## src/hdl/ldq_pkg.sv

```systemverilog
// ----------------------------------------------------------------------------
// ldq_pkg
// Shared types, codes and fp32 helper functions for the weight dequantizer.
// ----------------------------------------------------------------------------
package ldq_pkg;

  localparam int unsigned PipeDepth = 12;

  typedef enum logic [1:0] {
    FMT_INT4  = 2'd0,
    FMT_NVFP4 = 2'd1,
    FMT_FP8   = 2'd2,
    FMT_RSVD  = 2'd3
  } fmt_e;

  typedef enum logic [2:0] {
    CFG_FORMAT_KIND  = 3'd0,
    CFG_GLOBAL_SCALE = 3'd1,
    CFG_ROW_SCALE_EN = 3'd2,
    CFG_ZERO_EN      = 3'd3,
    CFG_OUT_FORMAT   = 3'd4
  } cfg_idx_e;

  localparam logic [31:0] F32Qnan    = 32'h7FC0_0000;
  localparam logic [31:0] F32NegZero = 32'h8000_0000;
  localparam logic [31:0] F32One     = 32'h3F80_0000;

  // leading zero count, 32 when x is zero
  function automatic logic [5:0] lzc32(input logic [31:0] x);
    logic [5:0] n;
    logic       found;
    n = 6'd32;
    found = 1'b0;
    for (int i = 31; i >= 0; i--) begin
      if (x[i] && !found) begin
        n = 6'(31 - i);
        found = 1'b1;
      end
    end
    return n;
  endfunction

  function automatic logic [31:0] e4m3_to_f32(input logic [7:0] c);
    logic [3:0]  ex;
    logic [2:0]  mn;
    logic [30:0] mag;
    ex = c[6:3];
    mn = c[2:0];
    if (ex != 4'd0) begin
      mag = {({4'b0, ex} + 8'd120), mn, 20'b0};
    end else begin
      case (mn)
        3'd0:       mag = 31'b0;
        3'd1:       mag = {8'd118, 23'b0};
        3'd2, 3'd3: mag = {8'd119, mn[0], 22'b0};
        default:    mag = {8'd120, mn[1:0], 21'b0};
      endcase
    end
    return {c[7], mag};
  endfunction

  function automatic logic [31:0] int4_to_f32(input logic [3:0] q);
    logic [4:0]  p;
    logic [23:0] m24;
    p = q[3] ? 5'd3 : q[2] ? 5'd2 : q[1] ? 5'd1 : 5'd0;
    m24 = {20'b0, q} << (5'd23 - p);
    if (q == 4'd0) begin
      return 32'b0;
    end
    return {1'b0, 8'd127 + {3'b0, p}, m24[22:0]};
  endfunction

  function automatic logic [31:0] e2m1_to_f32(input logic [3:0] n);
    logic [30:0] mag;
    case (n[2:0])
      3'd0:    mag = 31'h0000_0000;
      3'd1:    mag = 31'h3F00_0000;
      3'd2:    mag = 31'h3F80_0000;
      3'd3:    mag = 31'h3FC0_0000;
      3'd4:    mag = 31'h4000_0000;
      3'd5:    mag = 31'h4040_0000;
      3'd6:    mag = 31'h4080_0000;
      default: mag = 31'h40C0_0000;
    endcase
    return {n[3], mag};
  endfunction

  function automatic logic [15:0] f32_to_bf16(input logic [31:0] b);
    logic [31:0] t;
    t = b + 32'h0000_7FFF + {31'b0, b[16]};
    if (b[30:0] > 31'h7F80_0000) begin
      return 16'h7FC0;
    end
    return t[31:16];
  endfunction

  function automatic logic [15:0] f32_to_fp16(input logic [31:0] b);
    logic        sgn;
    logic [7:0]  e;
    logic [22:0] m;
    logic [15:0] qn;
    logic [7:0]  sh;
    logic [31:0] mm;
    logic [31:0] qs;
    logic [31:0] rem;
    logic [31:0] half;
    sgn  = b[31];
    e    = b[30:23];
    m    = b[22:0];
    qn   = {1'b0, e[4:0] - 5'd16, m[22:13]};
    sh   = 8'd126 - e;
    mm   = {8'b0, 1'b1, m};
    qs   = mm >> sh[4:0];
    rem  = mm & ~(32'hFFFF_FFFF << sh[4:0]);
    half = 32'h1 << (sh[4:0] - 5'd1);
    if (e == 8'hFF) begin
      return (m != 23'b0) ? 16'h7E00 : {sgn, 15'h7C00};
    end else if (e == 8'd0) begin
      return {sgn, 15'b0};
    end else if (e >= 8'd143) begin
      return {sgn, 15'h7C00};
    end else if (e >= 8'd113) begin
      if (m[12:0] > 13'h1000 || (m[12:0] == 13'h1000 && qn[0])) begin
        qn = qn + 16'd1;
      end
      return {sgn, qn[14:0]};
    end else if (sh > 8'd31) begin
      return {sgn, 15'b0};
    end
    if (rem > half || (rem == half && qs[0])) begin
      qs = qs + 32'd1;
    end
    return {sgn, qs[14:0]};
  endfunction

endpackage

```

## src/hdl/ldq_fmul.sv

```systemverilog
// ----------------------------------------------------------------------------
// ldq_fmul
// Three-stage fp32 multiplier, round to nearest even, full subnormal support.
// ----------------------------------------------------------------------------
module ldq_fmul (
  input  logic        clk_i,
  input  logic [31:0] a_i,
  input  logic [31:0] b_i,
  output logic [31:0] y_o
);

  // stage 1: unpack and pre-normalize
  logic [7:0]         ea, eb;
  logic [23:0]        siga, sigb;
  logic [5:0]         za, zb;
  logic signed [10:0] ean, ebn;
  logic               a_nan, b_nan, a_inf, b_inf, a_zero, b_zero;

  logic               s1_sgn_q, s1_nan_q, s1_inf_q, s1_zero_q;
  logic [23:0]        s1_siga_q, s1_sigb_q;
  logic signed [10:0] s1_esum_q;

  always_comb begin
    ea     = a_i[30:23];
    eb     = b_i[30:23];
    siga   = {|ea, a_i[22:0]};
    sigb   = {|eb, b_i[22:0]};
    za     = ldq_pkg::lzc32({siga, 8'hFF});
    zb     = ldq_pkg::lzc32({sigb, 8'hFF});
    ean    = $signed({3'b0, (ea == 8'd0) ? 8'd1 : ea}) - $signed({5'b0, za});
    ebn    = $signed({3'b0, (eb == 8'd0) ? 8'd1 : eb}) - $signed({5'b0, zb});
    a_nan  = (ea == 8'hFF) && (a_i[22:0] != 23'b0);
    b_nan  = (eb == 8'hFF) && (b_i[22:0] != 23'b0);
    a_inf  = (ea == 8'hFF) && (a_i[22:0] == 23'b0);
    b_inf  = (eb == 8'hFF) && (b_i[22:0] == 23'b0);
    a_zero = (a_i[30:0] == 31'b0);
    b_zero = (b_i[30:0] == 31'b0);
  end

  always_ff @(posedge clk_i) begin
    s1_sgn_q  <= a_i[31] ^ b_i[31];
    s1_nan_q  <= a_nan | b_nan | (a_inf & b_zero) | (b_inf & a_zero);
    s1_inf_q  <= a_inf | b_inf;
    s1_zero_q <= a_zero | b_zero;
    s1_siga_q <= siga << za[4:0];
    s1_sigb_q <= sigb << zb[4:0];
    s1_esum_q <= ean + ebn;
  end

  // stage 2: significand product
  logic               s2_sgn_q, s2_nan_q, s2_inf_q, s2_zero_q;
  logic [47:0]        s2_prod_q;
  logic signed [10:0] s2_esum_q;

  always_ff @(posedge clk_i) begin
    s2_sgn_q  <= s1_sgn_q;
    s2_nan_q  <= s1_nan_q;
    s2_inf_q  <= s1_inf_q;
    s2_zero_q <= s1_zero_q;
    s2_prod_q <= s1_siga_q * s1_sigb_q;
    s2_esum_q <= s1_esum_q;
  end

  // stage 3: normalize, denormalize, round, pack
  logic signed [10:0] e, kk;
  logic [5:0]         k;
  logic [47:0]        pn, shifted, lost;
  logic [23:0]        q;
  logic               rnd;
  logic [8:0]         ebase;
  logic [32:0]        sum;
  logic [31:0]        y_d;
  logic [31:0]        y_q;

  always_comb begin
    e       = s2_prod_q[47] ? s2_esum_q - 11'sd126 : s2_esum_q - 11'sd127;
    pn      = s2_prod_q[47] ? s2_prod_q : s2_prod_q << 1;
    kk      = 11'sd1 - e;
    k       = 6'd0;
    if (e < 11'sd1) begin
      k = (kk > 11'sd48) ? 6'd48 : kk[5:0];
    end
    shifted = pn >> k;
    lost    = pn & ~({48{1'b1}} << k);
    q       = shifted[47:24];
    rnd     = shifted[23] & ((|shifted[22:0]) | (|lost) | q[0]);
    ebase   = (e >= 11'sd1) ? 9'(e - 11'sd1) : 9'd0;
    sum     = {1'b0, ebase, 23'b0} + {9'b0, q} + {32'b0, rnd};
    if (s2_nan_q) begin
      y_d = ldq_pkg::F32Qnan;
    end else if (s2_inf_q) begin
      y_d = {s2_sgn_q, 8'hFF, 23'b0};
    end else if (s2_zero_q) begin
      y_d = {s2_sgn_q, 31'b0};
    end else if (sum >= 33'h0_7F80_0000) begin
      y_d = {s2_sgn_q, 8'hFF, 23'b0};
    end else begin
      y_d = {s2_sgn_q, sum[30:0]};
    end
  end

  always_ff @(posedge clk_i) begin
    y_q <= y_d;
  end

  assign y_o = y_q;

endmodule

```

## src/hdl/ldq_fadd.sv

```systemverilog
// ----------------------------------------------------------------------------
// ldq_fadd
// Three-stage fp32 adder, round to nearest even, full subnormal support.
// ----------------------------------------------------------------------------
module ldq_fadd (
  input  logic        clk_i,
  input  logic [31:0] a_i,
  input  logic [31:0] b_i,
  output logic [31:0] y_o
);

  // stage 1: order by magnitude and align
  logic        swap;
  logic [31:0] big, sml;
  logic [7:0]  eb, es, d;
  logic [26:0] sigb, sigs, al, lost;
  logic        a_nan, b_nan, a_inf, b_inf;

  logic        s1_sgn_q, s1_sub_q, s1_nan_q, s1_inf_q, s1_infs_q;
  logic [7:0]  s1_e_q;
  logic [26:0] s1_sigb_q, s1_sigs_q;

  always_comb begin
    swap  = b_i[30:0] > a_i[30:0];
    big   = swap ? b_i : a_i;
    sml   = swap ? a_i : b_i;
    eb    = (big[30:23] == 8'd0) ? 8'd1 : big[30:23];
    es    = (sml[30:23] == 8'd0) ? 8'd1 : sml[30:23];
    d     = eb - es;
    sigb  = {|big[30:23], big[22:0], 3'b0};
    sigs  = {|sml[30:23], sml[22:0], 3'b0};
    al    = sigs >> d;
    lost  = sigs & ~({27{1'b1}} << d);
    a_nan = (a_i[30:23] == 8'hFF) && (a_i[22:0] != 23'b0);
    b_nan = (b_i[30:23] == 8'hFF) && (b_i[22:0] != 23'b0);
    a_inf = (a_i[30:23] == 8'hFF) && (a_i[22:0] == 23'b0);
    b_inf = (b_i[30:23] == 8'hFF) && (b_i[22:0] == 23'b0);
  end

  always_ff @(posedge clk_i) begin
    s1_sgn_q  <= big[31];
    s1_sub_q  <= a_i[31] ^ b_i[31];
    s1_nan_q  <= a_nan | b_nan | (a_inf & b_inf & (a_i[31] ^ b_i[31]));
    s1_inf_q  <= a_inf | b_inf;
    s1_infs_q <= a_inf ? a_i[31] : b_i[31];
    s1_e_q    <= eb;
    s1_sigb_q <= sigb;
    s1_sigs_q <= {al[26:1], al[0] | (|lost)};
  end

  // stage 2: add or subtract, count leading zeros
  logic [27:0] s;
  logic        s2_sgn_q, s2_sub_q, s2_nan_q, s2_inf_q, s2_infs_q;
  logic [7:0]  s2_e_q;
  logic [27:0] s2_sum_q;
  logic [5:0]  s2_z_q;

  always_comb begin
    if (s1_sub_q) begin
      s = {1'b0, s1_sigb_q} - {1'b0, s1_sigs_q};
    end else begin
      s = {1'b0, s1_sigb_q} + {1'b0, s1_sigs_q};
    end
  end

  always_ff @(posedge clk_i) begin
    s2_sgn_q  <= s1_sgn_q;
    s2_sub_q  <= s1_sub_q;
    s2_nan_q  <= s1_nan_q;
    s2_inf_q  <= s1_inf_q;
    s2_infs_q <= s1_infs_q;
    s2_e_q    <= s1_e_q;
    s2_sum_q  <= s;
    s2_z_q    <= ldq_pkg::lzc32({s[26:0], 5'h1F});
  end

  // stage 3: normalize, round, pack
  logic [7:0]  lim, sh;
  logic [26:0] n;
  logic [8:0]  ef;
  logic [8:0]  ebase;
  logic [23:0] q;
  logic        rnd;
  logic [32:0] sum;
  logic [31:0] y_d;
  logic [31:0] y_q;

  always_comb begin
    lim = s2_e_q - 8'd1;
    sh  = ({2'b0, s2_z_q} > lim) ? lim : {2'b0, s2_z_q};
    if (s2_sum_q[27]) begin
      n  = {s2_sum_q[27:2], s2_sum_q[1] | s2_sum_q[0]};
      ef = {1'b0, s2_e_q} + 9'd1;
    end else begin
      n  = s2_sum_q[26:0] << sh;
      ef = {1'b0, s2_e_q} - {1'b0, sh};
    end
    ebase = ef - 9'd1;
    q     = n[26:3];
    rnd   = n[2] & (n[1] | n[0] | q[0]);
    sum   = {1'b0, ebase, 23'b0} + {9'b0, q} + {32'b0, rnd};
    if (s2_nan_q) begin
      y_d = ldq_pkg::F32Qnan;
    end else if (s2_inf_q) begin
      y_d = {s2_infs_q, 8'hFF, 23'b0};
    end else if (s2_sum_q == 28'b0) begin
      y_d = {~s2_sub_q & s2_sgn_q, 31'b0};
    end else if (sum >= 33'h0_7F80_0000) begin
      y_d = {s2_sgn_q, 8'hFF, 23'b0};
    end else begin
      y_d = {s2_sgn_q, sum[30:0]};
    end
  end

  always_ff @(posedge clk_i) begin
    y_q <= y_d;
  end

  assign y_o = y_q;

endmodule

```

## src/hdl/ldq_lane.sv

```systemverilog
// ----------------------------------------------------------------------------
// ldq_lane
// One dequantization lane: fp32 multiply, fp32 offset add, narrowing to
// bf16 or fp16, with the narrowed value held in an output register.
// ----------------------------------------------------------------------------
module ldq_lane (
  input  logic        clk_i,
  input  logic [31:0] a_i,
  input  logic [31:0] b_i,
  input  logic [31:0] z_i,
  input  logic        fp16_sel_i,
  output logic [15:0] val_o
);

  logic [31:0] prod;
  logic [31:0] sum;
  logic [31:0] z_q [3];
  logic [15:0] val_q;

  ldq_fmul u_mul (
    .clk_i (clk_i),
    .a_i   (a_i),
    .b_i   (b_i),
    .y_o   (prod)
  );

  // offset follows the product through the multiplier
  always_ff @(posedge clk_i) begin
    z_q[0] <= z_i;
    z_q[1] <= z_q[0];
    z_q[2] <= z_q[1];
  end

  ldq_fadd u_add (
    .clk_i (clk_i),
    .a_i   (prod),
    .b_i   (z_q[2]),
    .y_o   (sum)
  );

  always_ff @(posedge clk_i) begin
    val_q <= fp16_sel_i ? ldq_pkg::f32_to_fp16(sum) : ldq_pkg::f32_to_bf16(sum);
  end

  assign val_o = val_q;

endmodule

```

## src/hdl/low_precision_weight_dequantizer.sv

```systemverilog
// ----------------------------------------------------------------------------
// low_precision_weight_dequantizer
// Dequantizes one packed weight byte (fp8 e4m3, nvfp4 or int4) per request
// into bf16 or fp16 values.
// ----------------------------------------------------------------------------
// Takes a new request every clock cycle; busy_o stays low. Each request gives
// exactly one result, strobed on valid_o once it has passed through the input
// register, 3-stage scale multiplier, then two parallel lanes (3-stage
// multiplier, 3-stage adder, narrowing) and the output register. Results
// come out in request order and cannot be held off. Configuration writes
// take effect at once and are meant for when no request is in flight.
module low_precision_weight_dequantizer (
  input  logic        clk_i,
  input  logic        rst_ni,
  input  logic        start_i,
  output logic        busy_o,
  input  logic [7:0]  packed_byte_i,
  input  logic [31:0] group_scale_i,
  input  logic [31:0] group_zero_i,
  input  logic [31:0] row_scale_i,
  input  logic        cfg_we_i,
  input  logic [2:0]  cfg_idx_i,
  input  logic [31:0] cfg_wdata_i,
  output logic        valid_o,
  output logic [15:0] first_value_o,
  output logic [15:0] second_value_o,
  output logic [1:0]  value_count_o
);

  logic [1:0]  format_kind_q;
  logic [31:0] global_scale_q;
  logic        row_scale_en_q;
  logic        zero_en_q;
  logic        out_fmt_q;
  logic [ldq_pkg::PipeDepth-1:0] vld_q;

  always_ff @(posedge clk_i or negedge rst_ni) begin
    if (!rst_ni) begin
      format_kind_q  <= ldq_pkg::FMT_INT4;
      global_scale_q <= ldq_pkg::F32One;
      row_scale_en_q <= 1'b0;
      zero_en_q      <= 1'b0;
      out_fmt_q      <= 1'b0;
      vld_q          <= '0;
    end else begin
      vld_q <= {vld_q[ldq_pkg::PipeDepth-2:0], start_i};
      if (cfg_we_i) begin
        case (cfg_idx_i)
          ldq_pkg::CFG_FORMAT_KIND:  format_kind_q  <= cfg_wdata_i[1:0];
          ldq_pkg::CFG_GLOBAL_SCALE: global_scale_q <= cfg_wdata_i;
          ldq_pkg::CFG_ROW_SCALE_EN: row_scale_en_q <= cfg_wdata_i[0];
          ldq_pkg::CFG_ZERO_EN:      zero_en_q      <= cfg_wdata_i[0];
          ldq_pkg::CFG_OUT_FORMAT:   out_fmt_q      <= cfg_wdata_i[0];
          default: ;
        endcase
      end
    end
  end

  assign busy_o = 1'b0;

  logic is_fp8, is_int4;
  assign is_fp8  = (format_kind_q == ldq_pkg::FMT_FP8);
  assign is_int4 = (format_kind_q == ldq_pkg::FMT_INT4);

  // request register
  logic [7:0]  byte_q;
  logic [31:0] gs_q, gz_q, rs_q;
  logic [31:0] scale;

  always_ff @(posedge clk_i) begin
    byte_q <= packed_byte_i;
    gs_q   <= group_scale_i;
    gz_q   <= group_zero_i;
    rs_q   <= row_scale_i;
  end

  assign scale = row_scale_en_q ? rs_q : global_scale_q;

  // nvfp4 block scale times row or global scale
  logic [31:0] pre_scale;

  ldq_fmul u_pre_mul (
    .clk_i (clk_i),
    .a_i   (ldq_pkg::e4m3_to_f32(gs_q[7:0])),
    .b_i   (scale),
    .y_o   (pre_scale)
  );

  logic [7:0]  byte_d_q [3];
  logic [31:0] gs_d_q   [3];
  logic [31:0] gz_d_q   [3];
  logic [31:0] sc_d_q   [3];

  always_ff @(posedge clk_i) begin
    byte_d_q[0] <= byte_q;
    gs_d_q[0]   <= gs_q;
    gz_d_q[0]   <= gz_q;
    sc_d_q[0]   <= scale;
    for (int i = 1; i < 3; i++) begin
      byte_d_q[i] <= byte_d_q[i-1];
      gs_d_q[i]   <= gs_d_q[i-1];
      gz_d_q[i]   <= gz_d_q[i-1];
      sc_d_q[i]   <= sc_d_q[i-1];
    end
  end

  // lane operands
  logic [3:0]  lo_nib, hi_nib;
  logic [31:0] a0, b0, a1, b1, zoff;

  always_comb begin
    lo_nib = byte_d_q[2][3:0];
    hi_nib = byte_d_q[2][7:4];
    zoff   = (is_int4 && zero_en_q) ? gz_d_q[2] : ldq_pkg::F32NegZero;
    if (is_fp8) begin
      a0 = ldq_pkg::e4m3_to_f32(byte_d_q[2]);
      b0 = sc_d_q[2];
      a1 = 32'b0;
      b1 = 32'b0;
    end else if (is_int4) begin
      a0 = ldq_pkg::int4_to_f32(lo_nib);
      b0 = gs_d_q[2];
      a1 = ldq_pkg::int4_to_f32(hi_nib);
      b1 = gs_d_q[2];
    end else begin
      a0 = ldq_pkg::e2m1_to_f32(lo_nib);
      b0 = pre_scale;
      a1 = ldq_pkg::e2m1_to_f32(hi_nib);
      b1 = pre_scale;
    end
  end

  logic [15:0] lane0_val, lane1_val;

  ldq_lane u_lane0 (
    .clk_i      (clk_i),
    .a_i        (a0),
    .b_i        (b0),
    .z_i        (zoff),
    .fp16_sel_i (out_fmt_q),
    .val_o      (lane0_val)
  );

  ldq_lane u_lane1 (
    .clk_i      (clk_i),
    .a_i        (a1),
    .b_i        (b1),
    .z_i        (zoff),
    .fp16_sel_i (out_fmt_q),
    .val_o      (lane1_val)
  );

  // merge
  logic [15:0] first_q, second_q;
  logic [1:0]  count_q;

  always_ff @(posedge clk_i) begin
    first_q  <= lane0_val;
    second_q <= is_fp8 ? 16'b0 : lane1_val;
    count_q  <= is_fp8 ? 2'd1 : 2'd2;
  end

  assign valid_o        = vld_q[ldq_pkg::PipeDepth-1];
  assign first_value_o  = first_q;
  assign second_value_o = second_q;
  assign value_count_o  = count_q;

endmodule

```

## config.mk

```make
export PLATFORM = sky130hd
export DESIGN_NAME = low_precision_weight_dequantizer
export DESIGN_NICKNAME = d
export VERILOG_FILES = /design/src/hdl/ldq_pkg.sv /design/src/hdl/ldq_fmul.sv /design/src/hdl/ldq_fadd.sv /design/src/hdl/ldq_lane.sv /design/src/hdl/low_precision_weight_dequantizer.sv
export SDC_FILE = /design/constraint.sdc
export NUM_CORES = 2
export LEC_CHECK = 0
export BUFFER_PORTS_ARGS = -buffer_cell sky130_fd_sc_hd__buf_2
export CAP_MARGIN = 20
export CELL_PAD_IN_SITES_DETAIL_PLACEMENT = 1
export CELL_PAD_IN_SITES_GLOBAL_PLACEMENT = 1
export CORE_MARGIN = 2
export CORE_UTILIZATION = 40
export CTS_CLUSTER_SIZE = 16
export DETAILED_ROUTE_END_ITERATION = 12
export MAX_ROUTING_LAYER = met4
export PLACE_DENSITY_LB_ADDON = 0.1
export SLEW_MARGIN = 20
export SYNTH_ARGS = -nofsm -noshare
export SYNTH_HDL_FRONTEND = slang
export SYNTH_SLANG_ARGS = --single-unit
```

## constraint.sdc

```tcl
create_clock -name clk_i -period 8.7 [get_ports clk_i]
set_input_delay 0.435 -clock clk_i [delete_from_list [all_inputs] [get_ports clk_i]]
set_output_delay 0.435 -clock clk_i [all_outputs]
set_load 0.02 [all_outputs]
```

* After elaboration in Yosys (flattened, before gate mapping)
Memory sizes are Yosys's and may differ from the RTL's.
Index checks and enable logic that the tools add are counted.
** Word-level totals
- Word-level logic and storage cells :: 1377
- Memories :: 6
- Bits in writable memories :: 504
- Output and inout port bits :: 36
- Register bits after elaboration :: 975
- Input bits :: 143
** Memories
- gs_d_q :: words 3, width 32, read ports 3, clocked after memory_dff 0, wr ports 3, line low_precision_weight_dequantizer.sv:91 : logic [31:0] gs_d_q [3];
- gz_d_q :: words 3, width 32, read ports 3, clocked after memory_dff 0, wr ports 3, line low_precision_weight_dequantizer.sv:92 : logic [31:0] gz_d_q [3];
- sc_d_q :: words 3, width 32, read ports 3, clocked after memory_dff 0, wr ports 3, line low_precision_weight_dequantizer.sv:93 : logic [31:0] sc_d_q [3];
- u_lane0.z_q :: words 3, width 32, read ports 3, clocked after memory_dff 0, wr ports 3, line ldq_lane.sv:17 : logic [31:0] z_q [3];
- u_lane1.z_q :: words 3, width 32, read ports 3, clocked after memory_dff 0, wr ports 3, line ldq_lane.sv:17
- byte_d_q :: words 3, width 8, read ports 3, clocked after memory_dff 0, wr ports 3, line low_precision_weight_dequantizer.sv:90 : logic [7:0] byte_d_q [3];
** Operators by class
- Muxes and demuxes :: 524
- Bitwise operators :: 75
- Reduce and logical (&&, ||, !) cells :: 503
- $lt $le $gt $ge :: 30
- Add/sub/neg operators :: 65
- Shifts and indexed selects :: 26
- Equality and inequality tests :: 36
- Multipliers :: 3
** Operators by type and width (count)
- 2-to-1 mux 6 bit :: 158
- 2-to-1 mux 32 bit :: 19
- case mux 31 bit (7 select lines) :: 2
- 2-to-1 mux 31 bit :: 12
- 2-to-1 mux 16 bit :: 20
- nonzero test 23 bit :: 12
- logical NOT 23 bit :: 10
- 2-to-1 mux 1 bit :: 222
- logical AND 1 bit :: 215
- logical NOT 1 bit :: 190
- logical NOT 31 bit :: 6
- case mux 30 bit (3 select lines) :: 2
- adder 32 x 24 -> 33 bit :: 5
- adder 33 x 1 -> 33 bit :: 5
- greater-or-equal comparator 33 x 31 -> 1 bit, second input constant :: 5
- 2-to-1 mux 5 bit :: 30
- bitwise AND 48 bit :: 3
- multiplier 24 x 24 -> 48 bit :: 3
- 2-to-1 mux 48 bit :: 3
- NOT 48 bit :: 3
- OR reduction 48 bit :: 3
- << shifter 24 x 5 -> 24 bit :: 6
- << shifter 48 x 6 -> 48 bit, first input constant :: 3
- >> shifter 48 x 6 -> 48 bit :: 3
- other kinds (79) :: 322

* Depth between registers and ports, before layout
- Word-level depth :: 83
- Depth in mapped cells :: 39
- Depth with buffers taken out :: 37

* By module
Synthesis repeated with hierarchy kept, for this count alone.
** Unflattened totals
- Cells, all modules :: 17502
- Area, all modules :: 150455.5 µm²
** Modules (own cells, without submodules)
- ldq_fmul at u_pre_mul :: cells an instance 3862, area each 31873.1 µm², sequential area each 3123.0 µm², times used 1
- ldq_fmul at u_lane1.u_mul :: cells an instance 3789, area each 31835.5 µm², sequential area each 3123.0 µm², times used 1
- ldq_fmul at u_lane0.u_mul :: cells an instance 3722, area each 31361.3 µm², sequential area each 3123.0 µm², times used 1
- ldq_fadd :: cells an instance 1976, area each 15110.7 µm², sequential area each 2862.7 µm², times used 2
- low_precision_weight_dequantizer :: cells an instance 852, area each 12678.4 µm², sequential area each 10243.6 µm², times used 1
- ldq_lane at u_lane1 :: cells an instance 671, area each 6367.4 µm², sequential area each 2242.2 µm², times used 1
- ldq_lane at u_lane0 :: cells an instance 654, area each 6118.4 µm², sequential area each 2242.2 µm², times used 1

* Worst setup path after synthesis
Ideal clock, no wire load.
- Kind :: register to register
- From :: register u_lane1.u_mul.y_q[1], in the netlist u_lane1.u_mul.y_o[1]
- To :: register u_lane1.u_add.s1_sigs_q[0]
- Library setup time :: 140 ps
- Stages on the path, launching flop included :: 37
- Path buffers :: 5
- Path slack :: 921 ps
- Required time :: 8560 ps
- Clock period less this slack :: 7779 ps
- Arrival :: 7639 ps
- Cell sequence :: dfxtp_1 inv_1 ha_1 nor2b_1 o21a_1 o21a_1 o21a_1 o21a_1 o21ai_0 a21oi_1 o31ai_1 a21boi_0 o31ai_1 clkbuf_1 clkbuf_1 clkbuf_1 buf_1 nand2_1 o221ai_1 ha_1 inv_1 fa_1 a21o_1 a21oi_1 nor2b_1 o21a_1 nor3_1 a41oi_1 o22a_1 clkbuf_1 nor2_1 a31oi_1 or4_1 a2111oi_0 nand3_1 a21oi_1 o2111ai_1
** Between the ends
- Word-level cells in the longest chain between the ends :: 10
- Elaborated cells on any way between the ends :: 15
** Ends and longest elaborated chain
- start: declaration :: line ldq_fmul.sv:73 : logic [31:0] y_q;
- start signal: assignment :: line ldq_fmul.sv:103 : y_q <= y_d;
- greater-than comparator 31 bit :: line ldq_fadd.sv:24 : swap = b_i[30:0] > a_i[30:0];
- 2-to-1 mux 32 bit / 2-to-1 mux 31 bit (equally long branches) :: line ldq_fadd.sv:25, ldq_fadd.sv:26
- logical NOT 8 bit (on tied branches) :: line ldq_fadd.sv:27, ldq_fadd.sv:28
- 2-to-1 mux 8 bit (on tied branches) :: line ldq_fadd.sv:27, ldq_fadd.sv:28
- subtractor 8 bit :: line ldq_fadd.sv:29 : d = eb - es;
- << shifter 27 x 8 -> 27 bit :: line ldq_fadd.sv:33 : lost = sigs & ~({27{1'b1}} << d);
- NOT 27 bit :: line ldq_fadd.sv:33
- bitwise AND 27 bit :: line ldq_fadd.sv:33
- OR reduction 27 bit :: line ldq_fadd.sv:48 : s1_sigs_q <= {al[26:1], al[0] | (|lost)};
- bitwise OR 1 bit * :: line ldq_fadd.sv:48
- end signal: assignment :: line ldq_fadd.sv:48
- end: declaration :: line ldq_fadd.sv:21 : logic [26:0] s1_sigb_q, s1_sigs_q;
Every way passes the cells marked *; elsewhere a longest branch is shown, timed or not.
A chain may end at the register's enable or synchronous reset.

* Worst setup path after layout
- From :: register u_pre_mul.s2_esum_q[0]
- To :: register u_pre_mul.y_q[0], in the netlist u_pre_mul.y_o[0]
** Between the ends
- Word-level cells in the longest chain between the ends :: 16
- Elaborated cells on any way between the ends :: 24
** Ends and longest elaborated chain
- start: declaration :: line ldq_fmul.sv:53 : logic signed [10:0] s2_esum_q;
- start signal: assignment :: line ldq_fmul.sv:61 : s2_esum_q <= s1_esum_q;
- subtractor 11 x 8 -> 11 bit :: line ldq_fmul.sv:76 : e = s2_prod_q[47] ? s2_esum_q - 11'sd126 : s2_esum_q - 11'sd127;
- 2-to-1 mux 11 bit * :: line ldq_fmul.sv:76
- parallel branches: the longest is 11 deep, another holds adder 32 x 24 -> 33 bit
- adder 33 x 1 -> 33 bit * :: line ldq_fmul.sv:88 : sum = {1'b0, ebase, 23'b0} + {9'b0, q} + {32'b0, rnd};
- greater-or-equal comparator 33 x 31 -> 1 bit :: line ldq_fmul.sv:95 : end else if (sum >= 33'h0_7F80_0000) begin
- OR reduction 4 bit (no source line)
- end signal: assignment :: line ldq_fmul.sv:103
- end: declaration :: line ldq_fmul.sv:73
Mark *: on every way between the ends.

==> impl_metrics.py <==
metrics = {
    "outcome": {
        "status": "complete, no violations",
    },
    "sta": {
        "min_period_over_period_pct": 94.5,
        "slew_headroom_pct": 21.8,
        "timing.final.ws_setup_ns": 0.476,
        "setup_viol": 0,
        "hold_viol": 0,
        "slew_viol_final": 0,
        "rsz0062_at_grt": "false",
        "finalSetupTns_ns": 0,
        "holdWs_ns": 0.0678,
        "period_minus_slack_ns": 8.22,
        "finClkSkew_ns": 0.0680,
        "fmax_mhz": 122,
        "tightest_slew_ns": 1.16,
    },
    "worst_setup_path": {
        "cp.required_ns": 9.45,
        "r2r_slack_ns": 0.48,
        "cp_max_fo": 22,
        "critPathBufInv": 6,
        "critPathMaxStageDelay_ns": 0.88,
        "r2r-start": "u_pre_mul.s2_esum_q[0]",
        "endpoint_kind": "register",
        "start_kind": "register",
        "crit_family": "compound AO/OA/AOI/OAI gates",
        "worstPathArrival_ns": 8.97,
        "cp_slowest_cell": "a2111oi_0",
        "crit_cells": 27,
        "reg2reg_to": "u_pre_mul.y_o[0]",
        "cp-startpoint": "u_pre_mul.s2_esum_q[0]",
        "rr_worst_depth": 27,
        "path_class": "register to register",
        "crit_path_end": "u_pre_mul.y_o[0]",
    },
    "clocking": {
        "h-tree-depth": 4,
        "cts_tree": "yes",
        "cts_sinks": 1263,
        "cts_root_buf": "clkbuf_16",
        "numCtsBuffers": 141,
        "postCtsSetupBuffers": 0,
        "cts_buffer_depth": 3,
        "clk_pin_slew_ns": 0.06,
        "clk_latency_ns": 0.85,
    },
    "routing": {
        "vias": 82500,
        "drt_first_pass_iters": 6,
        "wl_mm": 336,
        "drtIter0Drc": 5663,
        "wire_per_inst_um": 23.8,
        "final_antenna_net_count": 0,
        "drc_errors": 0,
        "via_per_inst": 5.85,
    },
    "synth": {
        "ys_async_sr_fraction_pct": 3.88,
        "yosysSeqAreaShare_pct": 28.5,
        "synth_seq_cells": 1263,
        "synth-edff-count": 0,
        "ys_dominant_reg_cell": "dfxtp_1",
        "synth_area_per_cell_um2": 8.29,
        "yosys_warnings": 0,
        "synth.distinct_cells": 120,
        "netlist_area_um2": 89500,
        "postSynthCellCount": 10800,
    },
    "placed_design": {
        "port-buffer-count": 177,
        "dp_cells": 13700,
        "place_ws_ns": 0.656,
        "gp_congestion": 0.971,
        "dp_hpwl_mm": 264,
    },
    "layout": {
        "layout-drive-gt1-share_pct": 9.80,
        "layout.filler_cells": 26300,
        "nets": 12100,
        "multi_input_area_um2": 59200,
        "syn2layout_area_growth_pct": 12.5,
        "fin_cells": 14100,
        "seq_area_um2": 25500,
    },
    "global_route": {
        "grt_pass1_wl_mm": 518,
        "grt_pass1_vias": 84900,
        "grt_use_total_pct": 29.5,
        "grt-ovfl-total": 0,
        "antenna_found_initial": 16,
        "grt_max_degree": 67,
    },
    "floorplanning": {
        "pin_count": 179,
        "core_um2": 222000,
        "die_height_um": 477,
        "initial_core_util_pct": 40.3,
        "die_area_um2": 228000,
        "die_w_um": 477,
        "rows": 173,
    },
    "worst_hold_path": {
        "min-delay-path-class": "primary input to register",
    },
    "job": {
        "drv_cap": 0,
    },
}
-- how the worst min path moves through the flow --
stage | startpoint | to | slack [ns] | cells after the start
finish | cfg_idx_i[1] | zero_en_q | 0.07 | 3
global route | cfg_idx_i[1] | zero_en_q | 0.05 | 3
CTS | cfg_idx_i[1] | zero_en_q | 0.01 | 3
detailed placement | gz_q[25] | gz_d_q[0][25] | 0.31 | 0
global placement | u_pre_mul.s1_esum_q[3] | u_pre_mul.s2_esum_q[3] | 0.31 | 0
floorplan | rst_ni | format_kind_q[0] | 0.14 | 0
-- synth_stat cells (271+ instances only) --
cell type     n  area [µm²]
clkbuf_1    391        1470
a21oi_1     675        3380
and2_1      295        1850
nor3_1      281        1410
o21ai_0     491        2460
inv_1       809        3040
xnor2_1     324        2840
nand3_1     271        1360
ha_1        817       10200
dfxtp_1    1214       24300
nand2_1    1015        3810
nor2_1      828        3110
mux2i_1     442        4420
-- worst min-delay path, cell delays in order --
cell and delay [ns]:
buf_2 0.14, nand4b_1 0.11, mux2_2 0.15
-- placed cells by master (no fill, tap or decap), types with 117 or more instances in the layout --
cell           netlist  layout
nand3_1            271     271
nor3_1             281     278
dlygate4sd3_1        0     140
inv_1              809     809
clkbuf_16            0     143
xnor2_1            324     318
buf_4                7     247
nand2_1           1015    1014
and2_1             295     296
fa_1               141     141
xor2_1             192     190
buf_2               35     178
mux2_2             213     212
dfxtp_1           1214    1210
and3_1             117     117
ha_1               817     817
mux2i_1            442     435
a21o_1             119     119
o21ai_0            491     486
nor2_1             828     826
nor4_1             137     137
a211oi_1           148     146
a21oi_1            675     670
-- cells by family after synthesis --
| logic type | after synthesis | synth area share [%] |
|---|---|---|
| xor+xnor | 517 | 5.07 |
| flops | 1263 | 28.5 |
| mux | 685 | 8.36 |
| simple gates | 3476 | 18.7 |
| buf+inv | 1331 | 5.71 |
| fa+ha+maj | 958 | 14.6 |
| compound gates | 2565 | 19.0 |
| other cells | 1 | 0.00419 |
-- area by class of cell --
class                           count  area share (%)
Timing Repair Buffer              566            4.14
Clock buffer                      184            3.94
Inverter                          821            3.06
Clock inverter                     74            1.01
Antenna cell                       15          0.0373
Multi-Input combinational cell   8207            58.8
Sequential cell                  1263            25.4
Tap cell                         2975            3.70
-- flip-flops by register name, summed over array words and instances, names as in the netlist, 27 cells and up --
| name | count |
|---|---|
| gs_d_q | 96 |
| gz_d_q | 96 |
| sc_d_q | 96 |
| u_lane1.z_q | 95 |
| global_scale_q | 32 |
| gs_q | 32 |
| gz_q | 32 |
| rs_q | 32 |
| u_lane0.u_add.y_o | 32 |
| u_lane0.u_mul.y_o | 32 |
| u_lane1.u_add.y_o | 32 |
| u_lane1.u_mul.y_o | 32 |
| u_pre_mul.y_o | 32 |
| u_lane0.u_add.s2_sum_q | 28 |
| u_lane0.u_mul.s2_prod_q | 28 |
| u_lane1.u_add.s2_sum_q | 28 |
| u_lane1.u_mul.s2_prod_q | 28 |
| u_pre_mul.s2_prod_q | 28 |
| u_lane0.u_add.s1_sigs_q | 27 |
| u_lane1.u_add.s1_sigs_q | 27 |
-- through the flow --
| stage | area [µm²] | util, % |
|---|---|---|
| finish | 101000 | 45.3 |
| global route | 101000 | 45.3 |
| CTS | 101000 | 45.3 |
| detailed placement | 94300 | 42.4 |
| global placement | 94200 | 42.4 |
| floorplan | 89500 | - |
-- metal layers --
layer,part of all wire (%),GRT usage [%],vias up
met2,48,49.4,2137
met1,44,37.3,40900
li1,-,-,38800
met4,3.6,9.98,0
met5,0,-,-
met3,4.2,2.71,582
-- repair_timing --
action	CTS	global route
gates resized for setup	0	5
endpoints found under the hold margin	184	0
hold buffers	140	0
setup endpoints to repair	0	9
Power is left out: the tool's default activity adds up to more than one toggle a clock period on the data nets, which glitch-free logic cannot reach.
